### config.mk
export PLATFORM = sky130hd
export DESIGN_NAME = premultiplied_alpha_blend_flat
export DESIGN_NICKNAME = d
export VERILOG_FILES = /design/src/rtl/pab_pkg.sv /design/src/rtl/pab_pixel_if.sv /design/src/rtl/pab_result_if.sv /design/src/rtl/pab_cfg_if.sv /design/src/rtl/pab_scale.sv /design/src/rtl/pab_mix.sv /design/src/rtl/premultiplied_alpha_blend.sv /design/src/flat_wrapper.sv
export SDC_FILE = /design/constraint.sdc
export NUM_CORES = 2
export LEC_CHECK = 0
export ABC_AREA = 1
export BUFFER_PORTS_ARGS = -buffer_cell sky130_fd_sc_hd__buf_2
export CORE_MARGIN = 1.5
export CORE_UTILIZATION = 38
export CTS_CLUSTER_DIAMETER = 150
export CTS_CLUSTER_SIZE = 28
export DETAILED_ROUTE_END_ITERATION = 7
export PLACE_DENSITY = 0.5
export REMOVE_ABC_BUFFERS = 1
export SYNTH_ARGS = -nofsm -noshare
export SYNTH_HDL_FRONTEND = slang
export SYNTH_SLANG_ARGS = --single-unit
export TNS_END_PERCENT = 20
### constraint.sdc
create_clock -name clk -period 7.4 [get_ports clk]
set_clock_uncertainty 0.05 [all_clocks]
set_input_delay 0.74 -clock clk [delete_from_list [all_inputs] [get_ports clk]]
set_output_delay 0.74 -clock clk [all_outputs]
set_load 0.01 [all_outputs]
### src/rtl/pab_pkg.sv
// Package for the premultiplied alpha blender: shared types, constants
// and the rounded divide by 255. No dependencies.
`default_nettype none

package pab_pkg;

    localparam int          LANES          = 4;
    localparam int          COLOR_LANES    = 3;
    localparam logic [7:0]  OPACITY_RESET  = 8'hFF;
    localparam logic [7:0]  OPAQUE_ALPHA   = 8'hFF;
    localparam logic [16:0] ROUND_BIAS     = 17'h00080;
    localparam logic [15:0] FULL_WEIGHT    = 16'd255;

    // Scaled source and destination between the scale and mix halves.
    typedef struct packed {
        logic [31:0] src_scaled;
        logic [31:0] dst;
    } pab_scaled_t;

    // (v + (v >> 8) + 0x80) >> 8, low 8 bits kept
    function automatic logic [7:0] div255(input logic [15:0] v);
        logic [16:0] t;
        t = {1'b0, v} + {9'b0, v[15:8]} + ROUND_BIAS;
        return t[15:8];
    endfunction

endpackage

`default_nettype wire

### src/rtl/pab_pixel_if.sv
// Input channel of the blender: source and destination pixel per word.
// No dependencies.
`default_nettype none

interface pab_pixel_if;
    logic        valid;
    logic        ready;
    logic [31:0] src_pixel;
    logic [31:0] dst_pixel;

    modport source (output valid, output src_pixel, output dst_pixel, input ready);
    modport sink   (input valid, input src_pixel, input dst_pixel, output ready);
endinterface

`default_nettype wire

### src/rtl/pab_result_if.sv
// Output channel of the blender: one composited pixel per word.
// No dependencies.
`default_nettype none

interface pab_result_if;
    logic        valid;
    logic        ready;
    logic [31:0] out_pixel;

    modport source (output valid, output out_pixel, input ready);
    modport sink   (input valid, input out_pixel, output ready);
endinterface

`default_nettype wire

### src/rtl/pab_cfg_if.sv
// Configuration write channel of the blender: the opacity byte.
// No dependencies.
`default_nettype none

interface pab_cfg_if;
    logic       valid;
    logic       ready;
    logic [7:0] opacity;

    modport source (output valid, output opacity, input ready);
    modport sink   (input valid, input opacity, output ready);
endinterface

`default_nettype wire

### src/rtl/pab_scale.sv
// Opacity scaling, two stages: lane multiply, then rounded divide by 255.
// Depends on pab_pkg.
`default_nettype none

module pab_scale
    import pab_pkg::*;
(
    input  wire logic        clk,
    input  wire logic        rst_n,
    input  wire logic [7:0]  opacity,
    input  wire logic        in_valid,
    output logic             in_ready,
    input  wire logic [31:0] src_pixel,
    input  wire logic [31:0] dst_pixel,
    output logic             out_valid,
    input  wire logic        out_ready,
    output pab_scaled_t      out_word
);

    logic        v1_reg;
    logic [15:0] prod_reg [LANES];
    logic [15:0] prod_next [LANES];
    logic [31:0] src1_reg;
    logic [31:0] dst1_reg;
    logic        pass1_reg;

    logic        v2_reg;
    pab_scaled_t word2_reg;
    pab_scaled_t word2_next;

    logic        ready1;
    logic        ready2;

    assign ready2   = !v2_reg || out_ready;
    assign ready1   = !v1_reg || ready2;
    assign in_ready = ready1;

    always_comb
    begin
        for (int i = 0; i < LANES; i++)
        begin
            prod_next[i] = {8'h00, src_pixel[8*i +: 8]} * {8'h00, opacity};
        end
    end

    always_comb
    begin
        word2_next.dst = dst1_reg;
        if (pass1_reg)
        begin
            word2_next.src_scaled = src1_reg;
        end
        else
        begin
            for (int i = 0; i < LANES; i++)
            begin
                word2_next.src_scaled[8*i +: 8] = div255(prod_reg[i]);
            end
        end
    end

    always_ff @(posedge clk or negedge rst_n)
    begin
        if (!rst_n)
        begin
            v1_reg <= 1'b0;
            v2_reg <= 1'b0;
        end
        else
        begin
            if (ready1)
            begin
                v1_reg <= in_valid;
            end
            if (ready2)
            begin
                v2_reg <= v1_reg;
            end
        end
    end

    always_ff @(posedge clk)
    begin
        if (ready1 && in_valid)
        begin
            prod_reg  <= prod_next;
            src1_reg  <= src_pixel;
            dst1_reg  <= dst_pixel;
            pass1_reg <= (opacity == OPACITY_RESET);
        end
        if (ready2 && v1_reg)
        begin
            word2_reg <= word2_next;
        end
    end

    assign out_valid = v2_reg;
    assign out_word  = word2_reg;

endmodule

`default_nettype wire

### src/rtl/pab_mix.sv
// Over compositing, two stages: weighted channel sums, then divide by 255.
// Depends on pab_pkg.
`default_nettype none

module pab_mix
    import pab_pkg::*;
(
    input  wire logic        clk,
    input  wire logic        rst_n,
    input  wire logic        in_valid,
    output logic             in_ready,
    input  wire pab_scaled_t in_word,
    output logic             out_valid,
    input  wire logic        out_ready,
    output logic [31:0]      out_pixel
);

    logic        v3_reg;
    logic [15:0] sum_reg  [COLOR_LANES];
    logic [15:0] sum_next [COLOR_LANES];
    logic [31:0] s3_reg;
    logic        opaque3_reg;

    logic        v4_reg;
    logic [31:0] pix4_reg;
    logic [31:0] pix4_next;

    logic        ready3;
    logic        ready4;
    logic [7:0]  inv_alpha;

    assign ready4    = !v4_reg || out_ready;
    assign ready3    = !v3_reg || ready4;
    assign in_ready  = ready3;
    assign inv_alpha = OPAQUE_ALPHA - in_word.src_scaled[31:24];

    // sums wrap to 16 bits
    always_comb
    begin
        for (int i = 0; i < COLOR_LANES; i++)
        begin
            sum_next[i] = ({8'h00, in_word.src_scaled[8*i +: 8]} * FULL_WEIGHT)
                        + ({8'h00, in_word.dst[8*i +: 8]} * {8'h00, inv_alpha});
        end
    end

    always_comb
    begin
        pix4_next = {OPAQUE_ALPHA, 24'h000000};
        if (opaque3_reg)
        begin
            pix4_next = s3_reg;
        end
        else
        begin
            for (int i = 0; i < COLOR_LANES; i++)
            begin
                pix4_next[8*i +: 8] = div255(sum_reg[i]);
            end
        end
    end

    always_ff @(posedge clk or negedge rst_n)
    begin
        if (!rst_n)
        begin
            v3_reg <= 1'b0;
            v4_reg <= 1'b0;
        end
        else
        begin
            if (ready3)
            begin
                v3_reg <= in_valid;
            end
            if (ready4)
            begin
                v4_reg <= v3_reg;
            end
        end
    end

    always_ff @(posedge clk)
    begin
        if (ready3 && in_valid)
        begin
            sum_reg     <= sum_next;
            s3_reg      <= in_word.src_scaled;
            opaque3_reg <= (in_word.src_scaled[31:24] == OPAQUE_ALPHA);
        end
        if (ready4 && v3_reg)
        begin
            pix4_reg <= pix4_next;
        end
    end

    assign out_valid = v4_reg;
    assign out_pixel = pix4_reg;

endmodule

`default_nettype wire

### src/rtl/premultiplied_alpha_blend.sv
// Throughput: one pixel per clock; four register stages (multiply, divide,
// blend sums, divide) each hold a word and stall independently.
// Reset (rst_n, async, active low) empties all stages, opacity becomes 255.
// Top level of the premultiplied ARGB8888 over blender.
// Depends on pab_pkg, the pab_*_if interfaces, pab_scale and pab_mix.
`default_nettype none

module premultiplied_alpha_blend
    import pab_pkg::*;
(
    input  wire logic     clk,
    input  wire logic     rst_n,
    pab_cfg_if.sink       cfg,
    pab_pixel_if.sink     pixels,
    pab_result_if.source  result
);

    logic [7:0]  opacity_reg;
    logic        mid_valid;
    logic        mid_ready;
    pab_scaled_t mid_word;

    assign cfg.ready = 1'b1;

    always_ff @(posedge clk or negedge rst_n)
    begin
        if (!rst_n)
        begin
            opacity_reg <= OPACITY_RESET;
        end
        else if (cfg.valid)
        begin
            opacity_reg <= cfg.opacity;
        end
    end

    pab_scale u_scale (
        .clk       (clk),
        .rst_n     (rst_n),
        .opacity   (opacity_reg),
        .in_valid  (pixels.valid),
        .in_ready  (pixels.ready),
        .src_pixel (pixels.src_pixel),
        .dst_pixel (pixels.dst_pixel),
        .out_valid (mid_valid),
        .out_ready (mid_ready),
        .out_word  (mid_word)
    );

    pab_mix u_mix (
        .clk       (clk),
        .rst_n     (rst_n),
        .in_valid  (mid_valid),
        .in_ready  (mid_ready),
        .in_word   (mid_word),
        .out_valid (result.valid),
        .out_ready (result.ready),
        .out_pixel (result.out_pixel)
    );

endmodule

`default_nettype wire

### src/flat_wrapper.sv
// flat-port wrapper written by rule: the top's interface ports become plain ports
module premultiplied_alpha_blend_flat import pab_pkg::*;
  (clk, rst_n, cfg_valid, cfg_opacity, cfg_ready, pixels_valid, pixels_src_pixel, pixels_dst_pixel, pixels_ready, result_valid, result_out_pixel, result_ready);
  pab_cfg_if cfg_i ();
  pab_pixel_if pixels_i ();
  pab_result_if result_i ();
  input  wire logic clk;
  input  wire logic rst_n;
  input wire logic [$bits(cfg_i.valid)-1:0] cfg_valid;
  input wire logic [$bits(cfg_i.opacity)-1:0] cfg_opacity;
  output wire logic [$bits(cfg_i.ready)-1:0] cfg_ready;
  input wire logic [$bits(pixels_i.valid)-1:0] pixels_valid;
  input wire logic [$bits(pixels_i.src_pixel)-1:0] pixels_src_pixel;
  input wire logic [$bits(pixels_i.dst_pixel)-1:0] pixels_dst_pixel;
  output wire logic [$bits(pixels_i.ready)-1:0] pixels_ready;
  output wire logic [$bits(result_i.valid)-1:0] result_valid;
  output wire logic [$bits(result_i.out_pixel)-1:0] result_out_pixel;
  input wire logic [$bits(result_i.ready)-1:0] result_ready;
  assign cfg_i.valid = cfg_valid;
  assign cfg_i.opacity = cfg_opacity;
  assign cfg_ready = cfg_i.ready;
  assign pixels_i.valid = pixels_valid;
  assign pixels_i.src_pixel = pixels_src_pixel;
  assign pixels_i.dst_pixel = pixels_dst_pixel;
  assign pixels_ready = pixels_i.ready;
  assign result_valid = result_i.valid;
  assign result_out_pixel = result_i.out_pixel;
  assign result_i.ready = result_ready;
  premultiplied_alpha_blend u_core (.clk(clk), .rst_n(rst_n), .cfg(cfg_i), .pixels(pixels_i), .result(result_i));
endmodule
==> reports/metrics.csv <==
stage,metric,value,unit
drt,first_pass_iters,5,
placement,numPortBuffers,102,
critical_path,cp_max_fo,12,
critical_path,crit_slowest_cell,edfxtp_1,
critical_path,cp_num_buf_inv,4,
layout,largest_reg_flops,64,
timing,rsz0062_at_grt,false,
cts,cts_tree,done,
floorplanning,core-area,91660,um^2
global_routing,grt_pass1_vias,25520,
critical_path,required,7.65,ns
logic_synthesis,synth_most_common_cell,inv_1,
drt,drt-vias-per-instance,4.639,
logic_synthesis,seq_area_frac_synth,0.2565,
critical_path,start_kind,register,
job,drv_cap,0,
timing,worstMarginPinSlew,1.121,ns
cts,clock-root-buffer,clkbuf_16,
cts,hold_buffers,1,
drt,wl_per_cell,15.13,um
critical_path,max_stage_delay,0.57,ns
logic_synthesis,yosys.area.top_type,edfxtp_1,
outcome,outcome,"finished, final reports clean",
critical_path,crit_type,register to register,
placement,gp_congestion,0.8627,
cts,htreeDepth,1,
timing,fmax,0.1750,GHz
drt,drc,0,
critical_path,cp_common_cell,fa_1,
logic_synthesis,yosysWarnings,0,
global_routing,grt_antenna_before_repair,1,
logic_synthesis,syn_area,35160,um^2
global_routing,grt_first_pass_wirelength,133800,um
floorplanning,die_x,307.2,um
cts,clock_latency,0.54,ns
global_routing,gr-total-overflow,0,
hold_path,hold_class,input port to register,
logic_synthesis,synth_top_area_share,0.2477,
layout,drive_gt1_frac,0.04358,
drt,drt_iter0_drc,1122,
floorplanning,io_pins,112,
drt,num_vias,24770,
timing,tns,0,ns
timing,setup_viol,0,
timing,hold_ws,0.3160,ns
global_routing,grt_max_degree,65,
layout,area_growth,6.177,%
timing,hold_viol_final,0,
logic_synthesis,avgSynthCellArea,8.562,um^2
critical_path,worst_setup_path_end_kind,register,
placement,dp_hpwl,66610,um
critical_path,critPathArrivalTime,5.96,ns
timing,finalCriticalPeriod,5.713,ns
cts,cts_resized,0,
logic_synthesis,yosys-top-cells-area,"edfxtp_1, fa_1, ha_1, inv_1, nand2_1",
layout,fin_nets,5069,
cts,cts_buffer_depth,3,
logic_synthesis,synth-edff-count,290,
floorplanning,start_util,0.3836,
logic_synthesis,ys_ff_latch,302,
cts,clk_pin_slew,0.12,ns
timing,finalMaxSlewViolations,0,
drt,drt_wl_total,80770,um
cts,numCtsBuffers,14,
logic_synthesis,ys_dominant_reg_cell,edfxtp_1,
floorplanning,rows,111,
logic_synthesis,ys_async_sr_fraction,0.03974,
logic_synthesis,ys_types,36,
cts,post-cts-setup-buffers,0,
critical_path,critPathTopFamily,adder cells,
logic_synthesis,syn_inst,4107,
timing,fin_crit_sh,0.7720,
drt,postRouteAntennaNets,0,
timing,max-slew-margin-rel,0.2520,
floorplanning,dieArea,94370,um^2
cts,clkSinkCount,302,
critical_path,crit_chain,inv_1 > nand2_1 > fa_1 > inv_1 > fa_1 > fa_1 > fa_1 > fa_1 > inv_1 > fa_1 > inv_1 > ha_1 > a21oi_1 > o21ai_0 > a21oi_1 > nand2_1 > nand3_1 > nand2_1,
floorplanning,fp.dieH,307.2,um
global_routing,track_usage,0.1772,
logic_synthesis,synth_top_cells_by_count,"inv_1, nand2_1, ha_1",
-- per-layer routing --
layer,part of all wire,global-route usage,wire (um)
met2,0.46,0.2975,37080
met5,0,0,0
met4,0.017,0.03288,1368
met1,0.50,0.2537,40260
met3,0.026,0.01122,2061
-- logic make-up after synthesis --
group | synth area share
simple gates | 0.1815
buf+inv | 0.1218
fa+ha+maj | 0.3886
flops | 0.2565
compound gates | 0.02850
xor+xnor | 0.02042
mux | 0.002562
other cells | 0.0001066
-- stage by stage --
step,worst slack (ns),utilization,instance area (um^2),instances
2_1_floorplan,0.5727,-,34770,4012
3_3_place_gp,1.698,0.4029,36930,5319
3_5_place_dp,1.733,0.4029,36930,5319
4_1_cts,1.691,0.4073,37330,5339
5_1_grt,1.359,0.4073,37330,5339
6_report,1.687,0.4073,37330,5340
-- worst paths after layout --
check | start | endpoint | slack [ns] | depth (start not counted)
min | pixels_dst_pixel[2] | u_core.u_scale.dst1_reg[2] | 0.32 | 1
max | u_core.u_scale.out_word[60] | u_core.u_mix.sum_reg[15] | 1.69 | 18
max in group asynchronous | rst_n | u_core.opacity_reg[3] | 6.45 | 2
min in group asynchronous | rst_n | u_core.u_scale.v1_reg | 0.55 | 2
max reg2reg | u_core.u_scale.out_word[60] | u_core.u_mix.sum_reg[15] | 1.69 | 18
min reg2reg | u_core.u_scale.dst1_reg[20] | u_core.u_scale.out_word[20] | 0.37 | 0
-- placed cells by master (no fill, tap or decap), drive strengths merged, types with 2 or more instances in the layout --
cell type	netlist	routed
inv	1037	1036
nand2	993	993
ha	425	425
fa	417	417
edfxtp	290	290
nor2	278	278
nand3	149	149
buf	3	121
a21oi	111	111
o21ai	64	64
xor2	48	48
nand3b	37	37
xnor2	34	34
nand4	30	30
and2	27	27
nor3	22	22
clkbuf	92	18
or2	13	13
mux2	8	8
dfstp	8	8
a31oi	7	7
dfrtp	4	4
a21boi	4	4
a21o	3	3
clkinv	0	2
-- area by class of cell --
class,instances,area (um^2)
Timing Repair Buffer,122,663.1
Inverter,1037,3894
Fill cell,9474,54330
Sequential cell,302,9019
Clock inverter,1,8.758
Tap cell,1186,1484
Clock buffer,18,386.6
Multi-Input combinational cell,2673,21880
Antenna cell,1,2.502
Power is not shown: default switching activity piles up to over one toggle a cycle in this logic, so the estimate is an artifact.
